===== src/hdl/transfer_rate_meter_defines.svh =====
// assertion macros used by the transfer rate meter datapath
`ifndef TRANSFER_RATE_METER_DEFINES_SVH
`define TRANSFER_RATE_METER_DEFINES_SVH

// same-cycle implication, clocked on clock and disabled in reset
`define TRM_ASSERT_IMPL(name, ante, cons, msg) \
   name: assert property (@(posedge clock) disable iff (reset) (ante) |-> (cons)) \
      else $error(msg);

// next-cycle implication
`define TRM_ASSERT_NEXT(name, ante, cons, msg) \
   name: assert property (@(posedge clock) disable iff (reset) (ante) |=> (cons)) \
      else $error(msg);

`endif


===== src/hdl/trm_pkg.sv =====
// types and constants of the transfer rate meter
`default_nettype none

package trm_pkg;

   localparam int TICK_W  = 32;
   localparam int BYTES_W = 48;
   localparam int SPEED_W = 56;
   localparam int DVD_W   = 72;
   localparam int MUL_STEPS = 16;

   typedef enum logic [1:0] {
      OP_UPDATE = 2'd0,
      OP_QUERY  = 2'd1,
      OP_RESET  = 2'd2
   } op_type;

   localparam logic [1:0] CSR_WINDOW = 2'd0;
   localparam logic [1:0] CSR_STALE  = 2'd1;
   localparam logic [1:0] CSR_BLEND  = 2'd2;

   localparam logic [15:0] WINDOW_RESET = 16'd5000;
   localparam logic [15:0] STALE_RESET  = 16'd2500;
   localparam logic [2:0]  BLEND_RESET  = 3'd2;

   localparam logic [1:0] FRESH_NOW    = 2'd0;
   localparam logic [1:0] FRESH_FADING = 2'd1;
   localparam logic [1:0] FRESH_IDLE   = 2'd2;

   typedef enum logic [3:0] {
      S_IDLE,
      S_DISPATCH,
      S_READ_OLD,
      S_CHECK_OLD,
      S_DIVIDE,
      S_BLEND,
      S_QUERY,
      S_MULTIPLY,
      S_RESULT
   } state_type;

   typedef struct packed {
      logic accept;
      logic clear;
      logic refresh;
      logic append;
      logic drop;
      logic finish;
      logic div_start_rate;
      logic div_start_query;
      logic step;
      logic blend;
      logic set_res;
      logic mul_start;
      logic res_fade;
      logic emit;
   } cmd_type;

   typedef struct packed {
      logic is_update;
      logic is_query;
      logic is_reset;
      logic same_bytes;
      logic prune;
      logic rate_ok;
      logic busy;
      logic q_direct;
      logic rsp_free;
   } status_type;

endpackage

`default_nettype wire


===== src/hdl/trm_ctrl.sv =====
// controller state machine sequencing update, query and reset transactions
`default_nettype none

module trm_ctrl (
   input  wire logic                clock,
   input  wire logic                reset,
   input  wire logic                req_tvalid,
   output logic                     req_tready,
   input  wire trm_pkg::status_type status,
   output trm_pkg::cmd_type         cmd
);

   import trm_pkg::*;

   state_type state_ff, state_in;

   always_comb begin
      state_in = state_ff;
      case (state_ff)
         S_IDLE: begin
            if (req_tvalid) state_in = S_DISPATCH;
         end
         S_DISPATCH: begin
            if (status.is_update) begin
               state_in = status.same_bytes ? S_IDLE : S_READ_OLD;
            end else if (status.is_query) begin
               state_in = S_QUERY;
            end else begin
               state_in = S_IDLE;
            end
         end
         S_READ_OLD: state_in = S_CHECK_OLD;
         S_CHECK_OLD: begin
            if (status.prune) begin
               state_in = S_READ_OLD;
            end else if (status.rate_ok) begin
               state_in = S_DIVIDE;
            end else begin
               state_in = S_IDLE;
            end
         end
         S_DIVIDE: begin
            if (!status.busy) state_in = status.is_query ? S_RESULT : S_BLEND;
         end
         S_BLEND: state_in = S_IDLE;
         S_QUERY: state_in = status.q_direct ? S_RESULT : S_MULTIPLY;
         S_MULTIPLY: begin
            if (!status.busy) state_in = S_DIVIDE;
         end
         S_RESULT: begin
            if (status.rsp_free) state_in = S_IDLE;
         end
         default: state_in = S_IDLE;
      endcase
   end

   always_comb begin
      cmd        = '0;
      req_tready = 1'b0;
      case (state_ff)
         S_IDLE: begin
            req_tready = 1'b1;
            cmd.accept = req_tvalid;
         end
         S_DISPATCH: begin
            if (status.is_update) begin
               cmd.refresh = status.same_bytes;
               cmd.append  = !status.same_bytes;
            end else if (status.is_reset) begin
               cmd.clear = 1'b1;
            end
         end
         S_CHECK_OLD: begin
            if (status.prune) begin
               cmd.drop = 1'b1;
            end else if (status.rate_ok) begin
               cmd.div_start_rate = 1'b1;
            end else begin
               cmd.finish = 1'b1;
            end
         end
         S_DIVIDE: begin
            cmd.step     = status.busy;
            cmd.res_fade = !status.busy && status.is_query;
         end
         S_BLEND: cmd.blend = 1'b1;
         S_QUERY: begin
            cmd.set_res   = status.q_direct;
            cmd.mul_start = !status.q_direct;
         end
         S_MULTIPLY: begin
            cmd.step            = status.busy;
            cmd.div_start_query = !status.busy;
         end
         S_RESULT: cmd.emit = status.rsp_free;
         default: ;
      endcase
   end

   always_ff @(posedge clock) begin
      if (reset) begin
         state_ff <= S_IDLE;
      end else begin
         state_ff <= state_in;
      end
   end

endmodule

`default_nettype wire


===== config.mk =====
export PLATFORM = sky130hd
export DESIGN_NAME = trm_ctrl
export DESIGN_NICKNAME = d
export VERILOG_FILES = /design/src/hdl/transfer_rate_meter_defines.svh /design/src/hdl/trm_pkg.sv /design/src/hdl/trm_ctrl.sv
export SDC_FILE = /design/constraint.sdc
export NUM_CORES = 1
export LEC_CHECK = 0
export BUFFER_PORTS_ARGS = -buffer_cell sky130_fd_sc_hd__buf_2
export CAP_MARGIN = 20
export CORE_AREA = 8 8 45 47
export CTS_BUF_LIST = sky130_fd_sc_hd__clkbuf_4
export DETAILED_ROUTE_END_ITERATION = 12
export DIE_AREA = 0 0 53 55
export MAX_ROUTING_LAYER = met4
export SLEW_MARGIN = 5
export SYNTH_ARGS = -nofsm -noshare
export SYNTH_HDL_FRONTEND = slang
export SYNTH_SLANG_ARGS = --single-unit

===== constraint.sdc =====
create_clock -name clock -period 3.71 [get_ports clock]
set_input_delay 0.742 -clock clock [delete_from_list [all_inputs] [get_ports clock]]
set_output_delay 0.742 -clock clock [all_outputs]
set_load 0.05 [all_outputs]

# After elaboration in Yosys (flattened, before gate mapping)

Cells that the tools add are included.

Equal/unequal tests: 12
Mux-type cells: 29
Reduce and logical (&&, ||, !) cells: 7

Operators with widths:

| kind                 | count |
|---|---|
| $pmux W4 S8          | 1 |
| $mux W4              | 6 |
| $mux W3              | 6 |
| $eq A4 B3 Y1 const B | 4 |
| $mux W1              | 12 |
| $eq A4 B2 Y1 const B | 2 |
| $mux W2              | 4 |
| $ne A2 B2 Y1 const B | 4 |
| $eq A4 B1 Y1 const B | 1 |
| $eq A4 B4 Y1 const B | 1 |
| $logic_not A4 Y1     | 1 |
| $reduce_and A4 Y1    | 1 |
| $logic_not A1 Y1     | 3 |
| $reduce_or A2 Y1     | 1 |
| $logic_and A1 B1 Y1  | 1 |

Register bits after elaboration: 4
Bits of input ports: 12
Word-level logic and storage cells: 49

# Longest topological paths before layout

Gate-level depths: netlist of the first run.

Depth after elaboration: 3
Mapped depth: 5
Mapped depth without buffers: 4

# Least setup slack after synthesis of the first run

No wires, ideal clock.

Kind: reg-to-output
From: register state_ff[1]
To: output cmd[13] (netlist name)
Data arrival time: 2.704 ns
Slack: 0.264 ns
Cell stages (with the launch flop): 4
Path buffers: 1
Cell sequence: dfxtp_1 -> buf_2 -> nor4_1 -> and2_1

RTL lines:

| item                   | RTL line        | text |
|---|---|---|
| start, declared        | trm_ctrl.sv:15  | `state_type state_ff, state_in;` |
| start signal, assigned | trm_ctrl.sv:104 | `state_ff <= state_in;` |
| end, declared          | trm_ctrl.sv:10  | `output trm_pkg::cmd_type cmd` |

==> results of run 1 <==
worst max-delay path: stages (launching register included):
cell and delay [ns]:
dfxtp_1 0.57, nand2b_1 0.21, nor3_2 0.22, and3_1 0.18
buf_2 0.25
where the power goes:
group,internal (mW),total [mW],switching [mW]
sequential,0.0456,0.0541,0.00851
clock,0.0360,0.0512,0.0152
combinational,0.0212,0.0593,0.0381
total,0.103,0.165,0.0619
metal layers:
metal | up-vias | track usage [%]
li1 | 289 | -
met1 | 247 | 11.5
met2 | 14 | 15.6
met3 | 0 | 1.87
met4 | 0 | 2.59
met5 | - | -
through the flow:
step,setup WS (ns),std cells,util [%]
after global routing,1.14,105,43.2
final,1.30,105,43.2
after global placement,1.50,102,41.6
after floorplan,0.264,64,-
after CTS,1.29,105,43.2
after detailed placement,1.50,102,41.6
synth_stat cells:
| cell type | instances |
|---|---|
| a2111o_1 | 1 |
| a21oi_1 | 5 |
| a31oi_1 | 1 |
| and2_1 | 1 |
| and3_1 | 2 |
| and3b_1 | 1 |
| and4_1 | 1 |
| buf_2 | 4 |
| dfxtp_1 | 4 |
| inv_1 | 3 |
| mux2_2 | 1 |
| nand2_1 | 6 |
| nand2b_1 | 2 |
| nand3_1 | 1 |
| nand3b_1 | 1 |
| nand4bb_1 | 1 |
| nor2_1 | 8 |
| nor2b_1 | 2 |
| nor3_1 | 4 |
| nor3_2 | 1 |
| nor3b_1 | 1 |
| nor3b_2 | 1 |
| nor4_1 | 3 |
| nor4b_1 | 1 |
| o2111ai_1 | 1 |
| o211ai_1 | 2 |
| o21ai_0 | 2 |
| o22ai_2 | 1 |
| or4b_1 | 1 |
| xnor2_1 | 1 |
worst min-delay path by stage:
stage	cells after the start	to	slack, ns	from
finish	2	state_ff[3]	0.65	state_ff[3]
global route	2	state_ff[3]	0.69	state_ff[3]
CTS	2	state_ff[3]	0.63	state_ff[3]
detailed placement	2	state_ff[3]	0.62	state_ff[3]
global placement	2	state_ff[3]	0.62	state_ff[3]
floorplan	3	state_ff[3]	0.60	state_ff[3]
cells by family (layout without fill, tap and decap cells):
| family | after synthesis | in the layout | synth area share (%) |
|---|---|---|---|
| buf+inv | 7 | 32 | 7.02 |
| simple gates | 38 | 38 | 50.6 |
| flops | 4 | 4 | 18.0 |
| xor+xnor | 1 | 1 | 1.97 |
| mux | 1 | 1 | 2.53 |
| compound gates | 13 | 13 | 19.9 |
placed cells by master (no fill, tap or decap), types with 2 or more instances in the layout:
master / instances
a21oi_1: 5
and3_1: 2
buf_2: 26
clkbuf_4: 3
dfxtp_1: 4
inv_1: 3
nand2_1: 6
nand2b_1: 2
nor2_1: 8
nor2b_1: 2
nor3_1: 4
nor4_1: 3
o211ai_1: 2
o21ai_0: 2
area by class of cell:
cell class	instances	area share (%)
clock buffer	3	3.77
inverter	3	1.88
multi-input combinational	53	55.9
sequential	4	13.4
tap	16	3.35
timing repair buffer	26	21.8
==> flow_metrics.py, run 1 <==
metrics = {
    "drt": {
        "ant_nets": 0,
        "met1_length_um": 619,
        "wire_per_inst_um": 12.8,
        "first_iter_violations": 9,
        "top_layer": "met3",
        "met2_length_um": 662,
        "routed_wl_um": 1350,
        "routed_via_density": 5.24,
        "drc": 0,
        "wl_met3_um": 66,
        "vias": 550,
        "firstDrtPassIters": 4,
    },
    "finish": {
        "seqCellArea_sq_um": 80.1,
        "fin_nets": 103,
        "syn_to_final_growth_pct": 34.3,
        "regMostFlops": "state_ff",
        "largest_reg_flops": 4,
        "multi_input_area_sq_um": 334,
        "n_antenna_cell": 0,
        "fillCellCount": 160,
        "reg_top3": "state_ff x4",
        "final_cell_area_sq_um": 598,
        "layout-drive-gt1-share_pct": 37.1,
    },
    "floorplan": {
        "core-area_sq_um": 1380,
        "dieHeight_um": 55,
        "die_x_um": 53,
        "rows": 14,
        "die_area_sq_um": 2920,
        "io_pins": 27,
        "start_util_pct": 32.2,
    },
    "synthesis": {
        "synth_nets": 76,
        "synthCells": 64,
        "synthTopCellsByArea": "dfxtp_1, nor2_1, a21oi_1",
        "yosysTopAreaCell": "dfxtp_1",
        "ys_seq_elements": 4,
        "synth_warnings": 0,
        "ys_seq_area_share_pct": 18.0,
        "syn-mean-instance-area_sq_um": 6.96,
        "synth_top_area_share_pct": 18.0,
        "yosysUniqueCellTypes": 30,
        "synth_area_sq_um": 445,
    },
    "cts": {
        "cts_setup_buffers": 0,
        "cts_hold_repair.buffers": 0,
        "clock_path_buffers": 2,
        "cts_tree": "built",
        "htreeDepth": 1,
        "cts.clk_slew.worst_paths_ns": 0.04,
        "ctsResizeCount": 0,
        "cts_buffers": 3,
        "cts_sinks": 4,
        "clkLatencyLatePin_ns": 0.23,
        "cts_root_buf": "clkbuf_4",
    },
    "timing": {
        "worstMarginPinSlew_ns": 0.520,
        "slew_viol_final": 0,
        "min_period_over_period_pct": 65.1,
        "timing.fmax_mhz": 414,
        "skew_ns": 0.00482,
        "hold_ws_ns": 0.649,
        "rsz0062_at_grt": "no",
        "max-slew-margin-rel_pct": 65.3,
        "final.setup.tns_ns": 0,
        "finalWorstPathRequiredPeriod_ns": 2.41,
        "hold_violations": 0,
        "finalSetupViolCount": 0,
    },
    "pwr": {
        "power_density_nw_per_um2": 275,
        "p_leak_nw": 0.293,
        "ir_drop_v": 0.000139,
        "power.total_uw": 165,
    },
    "critical_path": {
        "cp-end-kind": "primary output",
        "crit_path_start": "state_ff[0]",
        "rr_endpoint": "state_ff[2]",
        "path_max_fanout": 13,
        "cp.required_ns": 2.97,
        "crit_end": "cmd[11]",
        "cp_data_arrival_time_ns": 1.67,
        "start_kind": "flop",
        "regToRegSetupSlack_ns": 2.24,
        "ff2ff_path_depth": 4,
        "critPathKind": "flop to primary output",
        "timing.rr.start": "state_ff[1]",
    },
    "global_route": {
        "antenna_found_initial": 0,
        "grtUsageTotal_pct": 9.51,
        "grt_max_degree": 17,
        "grt_pass1_wl_um": 2140,
        "grt_pass1_vias": 473,
        "globalRouteOverflowTotal": 0,
    },
    "run": {
        "drv_cap": 0,
    },
    "placement": {
        "placed_cell_area_sq_um": 576,
        "numPortBuffers": 26,
        "hpwl_um": 1050,
        "place.gp.congestion": 0.772,
    },
    "status": {
        "outcome": "completed",
    },
    "hold_path": {
        "hold_class": "flop to flop",
    },
}
Note: power is estimated with default switching activity, not from simulation.
==> inputs of run 2 (changes only) <==
Settings changed: ABC_AREA set to 1.
Clock period 3.71 ns to 2.2 ns, I/O delays scaled along.
==> run 2 against run 1 <==
Global-route usage up 0.22 points. Synthesized area down 7.3%. Critical endpoint is now cmd[5]. Register-to-register slack worse by 1.3 ns. Hold slack worse by 0.22 ns.
==> flow_metrics.py, run 2 <==
metrics = {
    "status": {
        "outcome": "completed",
    },
    "cts": {
        "cts_setup_buffers": 0,
        "ctsResizeCount": 0,
        "cts.clk_slew.worst_paths_ns": 0.04,
        "clock_path_buffers": 2,
        "cts_sinks": 4,
        "htreeDepth": 1,
        "cts_hold_repair.buffers": 0,
        "cts_buffers": 3,
        "cts_root_buf": "clkbuf_4",
        "clkLatencyLatePin_ns": 0.23,
        "cts_tree": "built",
    },
    "finish": {
        "final_cell_mix": "buf_2, nand2_1, inv_1, nor2_1, nand3_1",
        "reg_top3": "state_ff x4",
        "regMostFlops": "state_ff",
        "layout-drive-gt1-share_pct": 35.2,
        "fin_nets": 122,
        "n_antenna_cell": 0,
        "largest_reg_flops": 4,
        "syn_to_final_growth_pct": 43.3,
        "final_util_pct": 42.8,
        "final_common_cell": "buf_2",
    },
    "critical_path": {
        "cp_slowest_stage_delay_ns": 0.38,
        "cp.required_ns": 1.76,
        "crit_end": "cmd[5]",
        "crit_family": "simple AND/OR/NAND/NOR gates",
        "worst-path-buf-inv": 2,
        "cpMaxStageDelayCell": "dfxtp_1",
        "regToRegSetupSlack_ns": 0.94,
        "ff2ff_path_depth": 8,
        "path_max_fanout": 8,
        "crit_path_start": "state_ff[2]",
        "critPathKind": "flop to primary output",
        "timing.rr.start": "state_ff[2]",
        "cp_data_arrival_time_ns": 1.40,
        "cp-end-kind": "primary output",
        "path_depth": 5,
        "start_kind": "flop",
        "rr_endpoint": "state_ff[2]",
        "crit_chain": "inv_2, nor2_4, nand2_1, nor2_2, buf_2",
    },
    "floorplan": {
        "io_pins": 27,
        "core-area_sq_um": 1380,
        "die_area_sq_um": 2920,
        "dieHeight_um": 55,
        "start_util_pct": 29.8,
        "rows": 14,
        "die_x_um": 53,
    },
    "timing": {
        "hold_violations": 0,
        "skew_ns": 0.00395,
        "timing.fmax_mhz": 545,
        "rsz0062_at_grt": "no",
        "max-slew-margin-rel_pct": 82.6,
        "finalSetupViolCount": 0,
        "min_period_over_period_pct": 83.5,
        "worstMarginPinSlew_ns": 0.261,
        "final.setup.tns_ns": 0,
        "finalWorstPathRequiredPeriod_ns": 1.84,
        "slew_viol_final": 0,
    },
    "global_route": {
        "grt_pass1_vias": 515,
        "antenna_found_initial": 0,
        "grt_pass1_wl_um": 2130,
        "grtUsageTotal_pct": 9.73,
        "grt_max_degree": 9,
        "globalRouteOverflowTotal": 0,
    },
    "drt": {
        "ant_nets": 0,
        "routed_wl_um": 1240,
        "drc": 0,
        "first_iter_violations": 12,
        "firstDrtPassIters": 2,
        "vias": 555,
        "wire_per_inst_um": 10.0,
        "routed_via_density": 4.48,
    },
    "synthesis": {
        "synthCells": 79,
        "synth_compound_area_share_pct": 11.8,
        "yosysMostFrequentCell": "nand2_1",
        "synthTopCellsByCount": "nand2_1, inv_1, nor2_1, nand3_1",
        "synthTopCellsByArea": "dfxtp_1, nand2_1, inv_1",
        "ys_seq_elements": 4,
        "synth_warnings": 0,
        "synthArstFlopShare_pct": 0,
        "synth_nets": 91,
        "synthMuxAreaShare_pct": 0,
        "synth_xor_area_share_pct": 0,
        "syn-mean-instance-area_sq_um": 5.23,
        "yosysUniqueCellTypes": 17,
        "yosysTopAreaCell": "dfxtp_1",
        "synth_area_sq_um": 413,
        "synth_top_area_share_pct": 19.4,
        "ys_seq_area_share_pct": 19.4,
        "ys.flop_type": "dfxtp_1",
        "synth-edff-count": 0,
        "synth-simple-area-share_pct": 52.4,
        "synthAdderAreaFrac_pct": 0,
        "synth_top_family_by_area": "simple AND/OR/NAND/NOR gates",
    },
    "pwr": {
        "power.clock.fraction_pct": 28.0,
        "combPwrFrac_pct": 43.5,
        "switching_share_pct": 42.9,
        "intPower_uw": 177,
        "power_density_nw_per_um2": 522,
        "p_leak_nw": 0.358,
        "sequentialPowerShare_pct": 28.5,
        "p_switching_uw": 132,
        "ir_drop_v": 0.000357,
    },
    "hold_path": {
        "hold_class": "input pin to flop",
    },
    "placement": {
        "numPortBuffers": 26,
        "place.gp.congestion": 0.875,
        "hpwl_um": 1100,
    },
    "run": {
        "drv_cap": 0,
    },
}
==> run 2: cell count changes after synthesis, moves of 3 or more <==
cell,change
buf_2,-4
inv_1,+12
inv_2,+3
nand2_1,+13
nand3_1,+4
nor2_1,+5
nor2_2,+4
==> run 2: kinds of logic (layout without fill, tap and decap cells) <==
family | after synthesis | after routing
DFF | 4 | 4
and+or+nand+nor | 48 | 48
AOI/OAI and AO/OA | 9 | 9
buffers and inverters | 18 | 47
==> run 2: how the worst min path moves through the flow <==
stage | startpoint | to | slack, ns | cells past startpoint
after detailed placement | state_ff[3] | state_ff[3] | 0.62 | 2
after global placement | state_ff[3] | state_ff[3] | 0.62 | 2
after global routing | reset | state_ff[0] | 0.44 | 2
after CTS | reset | state_ff[3] | 0.42 | 2
after floorplan | reset | state_ff[0] | 0.51 | 1
final | reset | state_ff[0] | 0.43 | 2
==> run 2: metrics by stage <==
| step | power [mW] | hold WS (ns) | cells | cell area (sq um) | worst slack [ns] |
|---|---|---|---|---|---|
| finish | 0.309 | 0.432 | 124 | 592 | 0.364 |
| floorplan | 0.189 | 0.509 | 79 | 419 | 0.0591 |
| detailed placement | 0.225 | 0.618 | 121 | 569 | 0.592 |
| global route | 0.339 | 0.440 | 124 | 592 | 0.208 |
| CTS | 0.317 | 0.421 | 124 | 592 | 0.336 |
| global placement | 0.225 | 0.622 | 121 | 569 | 0.603 |
==> run 2: layout make-up <==
cell class,instances,area (sq um)
clock buffer,3,22.5
sequential,4,80.1
inverter,18,67.6
timing repair buffer,26,130
tap,16,20.0
multi-input combinational,57,272
fill,168,792
==> run 2: power by group through the flow <==
stage / clock network, mW / logic [mW] / registers [mW]
floorplan: 0 / 0.102 / 0.0869
global placement: 0 / 0.136 / 0.0890
detailed placement: 0 / 0.136 / 0.0891
CTS: 0.0923 / 0.136 / 0.0880
global route: 0.0998 / 0.151 / 0.0888
finish: 0.0864 / 0.135 / 0.0880
==> run 2: routing by layer <==
layer,wire length [um],share of wire (%),vias to the layer above,GRT usage (%)
met5,0,0,-,-
met3,48,3.9,0,2.14
met1,529,43,245,10.5
li1,-,-,304,-
met2,662,53,6,16.4
met4,0,0,0,5.17
